**config.mk**
```make
export PLATFORM = sky130hd
export DESIGN_NAME = tensor_cell_address_builder
export DESIGN_NICKNAME = d
export VERILOG_FILES = /design/src/design/tcab_pkg.sv /design/src/design/tcab_controller.sv /design/src/design/tcab_datapath.sv /design/src/design/tensor_cell_address_builder.sv
export SDC_FILE = /design/constraint.sdc
export NUM_CORES = 2
export LEC_CHECK = 0
export BUFFER_PORTS_ARGS = -buffer_cell sky130_fd_sc_hd__buf_4
export CORE_AREA = 2 2 260 262
export CTS_BUF_LIST = sky130_fd_sc_hd__clkbuf_4
export DETAILED_ROUTE_END_ITERATION = 7
export DIE_AREA = 0 0 262 264
export PLACE_DENSITY = 0.81
export SYNTH_ARGS = -nofsm -noshare
export SYNTH_HDL_FRONTEND = slang
export SYNTH_SLANG_ARGS = --single-unit
```
**constraint.sdc**
```tcl
create_clock -name clk -period 9.7 [get_ports clk]
set_clock_uncertainty 0.1 [all_clocks]
set_input_delay 1.94 -clock clk [delete_from_list [all_inputs] [get_ports clk]]
set_output_delay 1.94 -clock clk [all_outputs]
set_load 0.1 [all_outputs]
```
**src/design/tcab_pkg.sv**
```systemverilog
// Shared types and codes for the tensor cell address builder.
// Used by the controller, the datapath, the top level and the checker.
package tcab_pkg;

  typedef enum logic [2:0] {
    ST_OK     = 3'd0,
    ST_RANGE  = 3'd1,
    ST_TAKEN  = 3'd2,
    ST_UNDEF  = 3'd3,
    ST_BADDIM = 3'd4
  } status_t;

  typedef enum logic [1:0] {
    S_IDLE,
    S_EXEC,
    S_FINISH
  } state_t;

  localparam logic [2:0] REG_DIM_COUNT = 3'd0;
  localparam logic [2:0] REG_DIM_ORDER = 3'd1;
  localparam logic [2:0] REG_SIZE0     = 3'd2;
  localparam logic [2:0] REG_SIZE1     = 3'd3;
  localparam logic [2:0] REG_SIZE2     = 3'd4;
  localparam logic [2:0] REG_SIZE3     = 3'd5;

  localparam logic [2:0] DIM_COUNT_RST = 3'd1;
  localparam logic [7:0] DIM_ORDER_RST = 8'd228;
  localparam logic [16:0] SIZE_RST     = 17'd1;

  // Commands from controller to datapath
  typedef struct packed {
    logic load;          // capture item, start walk
    logic label_commit;  // check and store label, latch result
    logic walk_step;     // one multiply-add over one position
    logic walk_fail;     // latch label-undefined result
    logic walk_ok;       // latch address write result
    logic publish;       // move latched result to output registers
  } dp_cmd_t;

  // Status from datapath to controller
  typedef struct packed {
    logic is_cell;
    logic walk_done;
    logic walk_miss;
  } dp_stat_t;

endpackage

```
**src/design/tcab_controller.sv**
```systemverilog
// Sequencer for the tensor cell address builder: accepts an item, drives the
// datapath through label check or address walk, and owns the output handshake. Uses tcab_pkg.
module tcab_controller (
  input  logic                clk,
  input  logic                rst,
  input  logic                in_valid,
  output logic                in_ready,
  output logic                out_valid,
  input  logic                out_ready,
  input  tcab_pkg::dp_stat_t  stat,
  output tcab_pkg::dp_cmd_t   cmd
);

  tcab_pkg::state_t state, state_next;
  logic out_free;

  assign out_free = !out_valid || out_ready;

  always_ff @(posedge clk) begin
    if (rst) begin
      state     <= tcab_pkg::S_IDLE;
      out_valid <= 1'b0;
    end else begin
      state <= state_next;
      if (cmd.publish) begin
        out_valid <= 1'b1;
      end else if (out_ready) begin
        out_valid <= 1'b0;
      end
    end
  end

  always_comb begin
    state_next = state;
    cmd        = '0;
    in_ready   = 1'b0;
    unique case (state)
      tcab_pkg::S_IDLE: begin
        in_ready = 1'b1;
        if (in_valid) begin
          cmd.load   = 1'b1;
          state_next = tcab_pkg::S_EXEC;
        end
      end
      tcab_pkg::S_EXEC: begin
        if (!stat.is_cell) begin
          cmd.label_commit = 1'b1;
          state_next       = tcab_pkg::S_FINISH;
        end else if (stat.walk_done) begin
          cmd.walk_ok = 1'b1;
          state_next  = tcab_pkg::S_FINISH;
        end else if (stat.walk_miss) begin
          cmd.walk_fail = 1'b1;
          state_next    = tcab_pkg::S_FINISH;
        end else begin
          cmd.walk_step = 1'b1;
        end
      end
      tcab_pkg::S_FINISH: begin
        // hold the result until the output slot frees up
        if (out_free) begin
          cmd.publish = 1'b1;
          state_next  = tcab_pkg::S_IDLE;
        end
      end
      default: begin
        state_next = tcab_pkg::S_IDLE;
      end
    endcase
  end

endmodule

```
**src/design/tcab_datapath.sv**
```systemverilog
// Datapath of the tensor cell address builder: configuration registers, label store,
// shared multiply-add for the address walk, and result/output registers. Uses tcab_pkg.
module tcab_datapath #(
  parameter int MAX_DIMS   = 4,
  parameter int LABEL_BITS = 16
) (
  input  logic                clk,
  input  logic                rst,
  input  logic                cfg_write,
  input  logic [2:0]          cfg_index,
  input  logic [16:0]         cfg_data,
  input  logic                func,
  input  logic [1:0]          dim_index,
  input  logic [15:0]         label_value,
  input  logic [63:0]         cell_value,
  input  tcab_pkg::dp_cmd_t   cmd,
  output tcab_pkg::dp_stat_t  stat,
  output logic [2:0]          status,
  output logic                write_valid,
  output logic [31:0]         cell_address,
  output logic [63:0]         write_value
);

  localparam int NPOS = (MAX_DIMS < 4) ? MAX_DIMS : 4;
  localparam int LB_W = (LABEL_BITS < 16) ? LABEL_BITS : 16;
  localparam logic [2:0]  NPOS_CNT   = 3'(NPOS);
  localparam logic [15:0] LABEL_MASK = 16'((17'd1 << LB_W) - 17'd1);

  // configuration
  logic [2:0]  dim_count;
  logic [7:0]  dim_order;
  logic [16:0] sizes [4];

  // label store
  logic [LB_W-1:0] labels [NPOS];
  logic [NPOS-1:0] label_set;

  // captured item and walk state
  logic        it_func;
  logic [1:0]  it_dim;
  logic [15:0] it_label;
  logic [63:0] it_value;
  logic [2:0]  walk_k;
  logic [31:0] addr;
  logic [31:0] mult;

  // latched result
  tcab_pkg::status_t res_status;
  logic              res_wvalid;
  logic [31:0]       res_addr;
  logic [63:0]       res_value;

  logic [2:0]        n_dims;
  logic [1:0]        pos;
  logic [1:0]        walk_i;
  logic [1:0]        sel;
  logic [16:0]       size_sel;
  logic              set_sel;
  logic [LB_W-1:0]   lab_sel;
  tcab_pkg::status_t label_code;

  always_comb begin
    if (dim_count == 3'd0) begin
      n_dims = 3'd1;
    end else if (dim_count > 3'd4) begin
      n_dims = 3'd4;
    end else begin
      n_dims = dim_count;
    end
    if (n_dims > NPOS_CNT) begin
      n_dims = NPOS_CNT;
    end
  end

  always_comb begin
    case (it_dim)
      2'd0:    pos = dim_order[1:0];
      2'd1:    pos = dim_order[3:2];
      2'd2:    pos = dim_order[5:4];
      default: pos = dim_order[7:6];
    endcase
  end

  assign walk_i   = 2'(walk_k - 3'd1);
  // one position is looked at per cycle, chosen by item kind
  assign sel      = it_func ? walk_i : pos;
  assign size_sel = sizes[sel];

  always_comb begin
    set_sel = 1'b0;
    lab_sel = '0;
    for (int i = 0; i < NPOS; i++) begin
      if (sel == 2'(i)) begin
        set_sel = label_set[i];
        lab_sel = labels[i];
      end
    end
  end

  always_comb begin
    if ({1'b0, it_dim} >= n_dims || {1'b0, pos} >= n_dims) begin
      label_code = tcab_pkg::ST_BADDIM;
    end else if ({1'b0, it_label} >= size_sel) begin
      label_code = tcab_pkg::ST_RANGE;
    end else if (set_sel) begin
      label_code = tcab_pkg::ST_TAKEN;
    end else begin
      label_code = tcab_pkg::ST_OK;
    end
  end

  assign stat.is_cell   = it_func;
  assign stat.walk_done = (walk_k == 3'd0);
  assign stat.walk_miss = !set_sel;

  // configuration registers
  always_ff @(posedge clk) begin
    if (rst) begin
      dim_count <= tcab_pkg::DIM_COUNT_RST;
      dim_order <= tcab_pkg::DIM_ORDER_RST;
      for (int i = 0; i < 4; i++) begin
        sizes[i] <= tcab_pkg::SIZE_RST;
      end
    end else if (cfg_write) begin
      unique case (cfg_index)
        tcab_pkg::REG_DIM_COUNT: dim_count <= cfg_data[2:0];
        tcab_pkg::REG_DIM_ORDER: dim_order <= cfg_data[7:0];
        tcab_pkg::REG_SIZE0:     sizes[0]  <= cfg_data;
        tcab_pkg::REG_SIZE1:     sizes[1]  <= cfg_data;
        tcab_pkg::REG_SIZE2:     sizes[2]  <= cfg_data;
        tcab_pkg::REG_SIZE3:     sizes[3]  <= cfg_data;
        default: ;
      endcase
    end
  end

  // set flags; a label value is only read while its flag is set
  always_ff @(posedge clk) begin
    if (rst) begin
      label_set <= '0;
    end else begin
      for (int i = 0; i < NPOS; i++) begin
        if (cmd.label_commit && label_code == tcab_pkg::ST_OK && pos == 2'(i)) begin
          label_set[i] <= 1'b1;
        end else if (cmd.walk_step && walk_i == 2'(i)) begin
          label_set[i] <= 1'b0;
        end
      end
    end
  end

  always_ff @(posedge clk) begin
    for (int i = 0; i < NPOS; i++) begin
      if (cmd.label_commit && label_code == tcab_pkg::ST_OK && pos == 2'(i)) begin
        labels[i] <= it_label[LB_W-1:0];
      end
    end
  end

  // item capture, walk and result latch
  always_ff @(posedge clk) begin
    if (cmd.load) begin
      it_func  <= func;
      it_dim   <= dim_index;
      it_label <= label_value & LABEL_MASK;
      it_value <= cell_value;
      walk_k   <= n_dims;
      addr     <= '0;
      mult     <= 32'd1;
    end
    if (cmd.walk_step) begin
      addr   <= addr + 32'(32'(lab_sel) * mult);
      mult   <= 32'(mult * 32'(size_sel));
      walk_k <= walk_k - 3'd1;
    end
    if (cmd.label_commit) begin
      res_status <= label_code;
      res_wvalid <= 1'b0;
      res_addr   <= '0;
      res_value  <= '0;
    end
    if (cmd.walk_fail) begin
      res_status <= tcab_pkg::ST_UNDEF;
      res_wvalid <= 1'b0;
      res_addr   <= '0;
      res_value  <= '0;
    end
    if (cmd.walk_ok) begin
      res_status <= tcab_pkg::ST_OK;
      res_wvalid <= 1'b1;
      res_addr   <= addr;
      res_value  <= it_value;
    end
    if (cmd.publish) begin
      status       <= res_status;
      write_valid  <= res_wvalid;
      cell_address <= res_addr;
      write_value  <= res_value;
    end
  end

endmodule

```
**src/design/tensor_cell_address_builder.sv**
```systemverilog
// Top level of the tensor cell address builder: controller plus datapath.
// Depends on tcab_pkg, tcab_controller and tcab_datapath.
//
// Takes one item at a time. A label item is checked in the execute state, and its result
// is published to the output registers from the finish state, after which the next item
// can be taken. A cell item walks over n positions, where n is the active dimension count
// (1..4, capped by MAX_DIMS), one position per cycle through a single shared multiply-add;
// a missing label stops the walk early. A new item is taken once the previous one is
// latched, even while its result still waits on the output side; an item that finishes
// while the output is stalled waits until the output frees up.
// Configuration writes take effect at once and are meant for idle periods only.
module tensor_cell_address_builder #(
  parameter int MAX_DIMS   = 4,
  parameter int LABEL_BITS = 16
) (
  input  logic        clk,
  input  logic        rst,
  input  logic        cfg_write,
  input  logic [2:0]  cfg_index,
  input  logic [16:0] cfg_data,
  input  logic        in_valid,
  output logic        in_ready,
  input  logic        func,
  input  logic [1:0]  dim_index,
  input  logic [15:0] label_value,
  input  logic [63:0] cell_value,
  output logic        out_valid,
  input  logic        out_ready,
  output logic [2:0]  status,
  output logic        write_valid,
  output logic [31:0] cell_address,
  output logic [63:0] write_value
);

  tcab_pkg::dp_cmd_t  cmd;
  tcab_pkg::dp_stat_t stat;

  tcab_controller u_ctrl (
    .clk       (clk),
    .rst       (rst),
    .in_valid  (in_valid),
    .in_ready  (in_ready),
    .out_valid (out_valid),
    .out_ready (out_ready),
    .stat      (stat),
    .cmd       (cmd)
  );

  tcab_datapath #(
    .MAX_DIMS   (MAX_DIMS),
    .LABEL_BITS (LABEL_BITS)
  ) u_dp (
    .clk          (clk),
    .rst          (rst),
    .cfg_write    (cfg_write),
    .cfg_index    (cfg_index),
    .cfg_data     (cfg_data),
    .func         (func),
    .dim_index    (dim_index),
    .label_value  (label_value),
    .cell_value   (cell_value),
    .cmd          (cmd),
    .stat         (stat),
    .status       (status),
    .write_valid  (write_valid),
    .cell_address (cell_address),
    .write_value  (write_value)
  );

endmodule

```
==> impl_metrics.toml <==
[run_status]
status = "completed"

[synth]
synthTopCellsByArea = "edfxtp_1 33%, fa_1 30%, inv_1 7.1%"
yosysTopAreaCell = "edfxtp_1"
yosys_warnings = 0
synth_edf_count = 478
ys_types = 71
ys_ff_latch = 500
syn_avg_cell_area_um2 = 11.0
synth_top_area_frac = 0.335
synth_flop_cell = "edfxtp_1"
ys_async_sr_fraction = 0
synthCells = 3910
synth_nets = 4831
seq_area_frac_synth = 0.345
synth_area_um2 = 42900

[global_route]
grt_pass1_vias = 30848
grt_overflow = 0
grtUsageTotal = 0.300
grt_pass1_wl_um = 159000
grt_max_degree = 84
antenna_found_initial = 4

[setup_path]
end_kind = "register"
regToRegSetupSlack_ns = 0.76
critPathKind = "register to register"
path_delay_family = "adder cells"
reg2reg_depth = 25
arrival_ns = 9.55
worstPathRequired_ns = 10.31
reg2reg_from = "u_dp.it_dim[0]$_DFFE_PP_"
slowest_stage = "o21ai_2"
path_common_cell = "fa_1"
path_buf_inv = 3
max_stage_delay_ns = 0.96
cp_max_fo = 20
rr_endpoint = "u_dp.mult[25]$_SDFFCE_PN0P_"
critPathLaunchType = "register"

[timing]
clock.fmax_mhz = 112
worst_slew_pin_slew_ns = 1.25
min_period_ns = 8.94
slew_viol_final = 0
hold_slack_ns = 0.253
relSlewSlack = 0.158
setup_tns_ns = 0
hold_viol_final = 0
setup-violations-final = 0
rsz0062_at_grt = "false"
min_period_over_period = 0.922

[cells_and_area]
mostFrequentLayoutCell = "inv_1"
area_growth_pct = 10.2
fin_area_um2 = 47200
layout.nets = 5073
drive_above_1_share = 0.134
stdcell_count = 5114
layout_common_cells = "812 x inv_1, 653 x fa_1, 589 x nand2_1, 478 x edfxtp_1, 325 x and2_1"
n_fill_cell = 4717

[routing]
wl_per_cell_um = 19.2
vias_per_cell = 5.57
antenna_left = 0
first_pass_iters = 5
drt_iter0_drc = 2060
drc = 0
via_count = 28467
totalWireLength_um = 98400

[cts]
cts_setup_buffers = 0
cts_hold_buffers = 0
cts_buffers = 131
clk_pin_slew_ns = 0.06
clockBufferDepth = 3
cts_resized = 0
cts_tree = "yes"
cts_root_buf = "clkbuf_4"
clock_latency_ns = 0.99
cts.htree.levels = 4
clock_sinks = 500

[placed_design]
place_hpwl_um = 69800
place_congestion = 0.883
place_area_um2 = 45600
port_buffers = 209
dp_cells = 4892

[die]
fp.dieH_um = 264
ios = 210
fp-row-count = 95
fp.coreArea_um2 = 66600
die_w_um = 262
dieArea_um2 = 69200
start_util = 0.644

[worst_hold_path]
hp-start = "u_dp.res_value[16]$_SDFFCE_PN0P_"
hold_class = "register to register"
hold_path_depth = 0
hold-path-endpoint = "u_dp.write_value[16]$_DFFE_PP_"

[run]
cap_violations = 0
-- final cells by class --
class,count,area (um2),area share
timing repair buffer,300,2250,0.0477
sequential,500,14800,0.313
inverter,813,3050,0.0646
antenna,5,12.5,0.000265
multi-input combinational,2406,24400,0.517
tap,873,1090,0.0231
clock inverter,32,223,0.00471
clock buffer,185,1390,0.0294
-- how the worst max path moves through the flow --
stage,depth (start not counted),to,startpoint,slack [ns]
2_1_floorplan,6,u_ctrl.state[1]$_SDFFE_PP0P_,u_dp.walk_k[0]$_DFFE_PP_,1.26
3_3_place_gp,25,u_dp.addr[31]$_SDFFCE_PN0P_,u_dp.it_dim[0]$_DFFE_PP_,1.06
3_5_place_dp,25,u_dp.mult[25]$_SDFFCE_PN0P_,u_dp.it_dim[0]$_DFFE_PP_,0.82
4_1_cts,25,u_dp.mult[25]$_SDFFCE_PN0P_,u_dp.it_dim[0]$_DFFE_PP_,0.85
5_1_grt,25,u_dp.mult[25]$_SDFFCE_PN0P_,u_dp.it_dim[0]$_DFFE_PP_,0.31
6_report,25,u_dp.mult[25]$_SDFFCE_PN0P_,u_dp.it_dim[0]$_DFFE_PP_,0.76
-- metal layers --
metal	vias to the layer above	GRT usage	wire (um)
li1	12570	-	-
met1	14335	0.367	35800
met2	1227	0.506	50400
met4	2	0.157	5030
met5	-	0	9
met3	333	0.0584	7220
-- stage by stage --
stage / setup slack (ns) / util
finish: 0.758 / 0.710
global route: 0.314 / 0.710
CTS: 0.847 / 0.710
detailed placement: 0.816 / 0.685
global placement: 1.06 / 0.685
floorplan: 1.26 / -
-- synth_stat cells, types with 7 or more instances --
library cell and count:
inv_1 813, fa_1 653, nand2_1 591, edfxtp_1 478, and2_1 325, clkbuf_1 174, ha_1 160, mux2i_1 91
and3_1 81, nor2_1 75, xnor2_1 53, nor3_1 48, a21oi_1 46, a21o_1 41, o21ai_0 33, xor2_1 31
dfxtp_1 22, nand2b_1 19, nor2b_1 15, o21a_1 9, a31oi_1 8, o21bai_1 8, a211o_1 7, mux2_2 7
o211ai_1 7, or3_1 7
-- logic make-up after synthesis --
group                      count (synthesis)  synth area share
and+or+nand+nor                         1197             0.135
buffers and inverters                   1004            0.0898
adders and majority gates                813             0.352
DFF                                      500             0.345
AOI/OAI and AO/OA                        197            0.0306
muxes                                    106            0.0265
xor gates and xnor gates                  93            0.0216
-- flip-flops by register name (all words and copies together) (netlist names), 32 cells and up --
signal	count
u_dp.sizes	68
u_dp.it_value	64
u_dp.labels	64
u_dp.res_value	64
u_dp.write_value	64
u_dp.addr	32
u_dp.cell_address	32
u_dp.mult	32
u_dp.res_addr	32
Power is not shown: default switching activity piles up to over one toggle a cycle in this logic, so the estimate is an artifact.
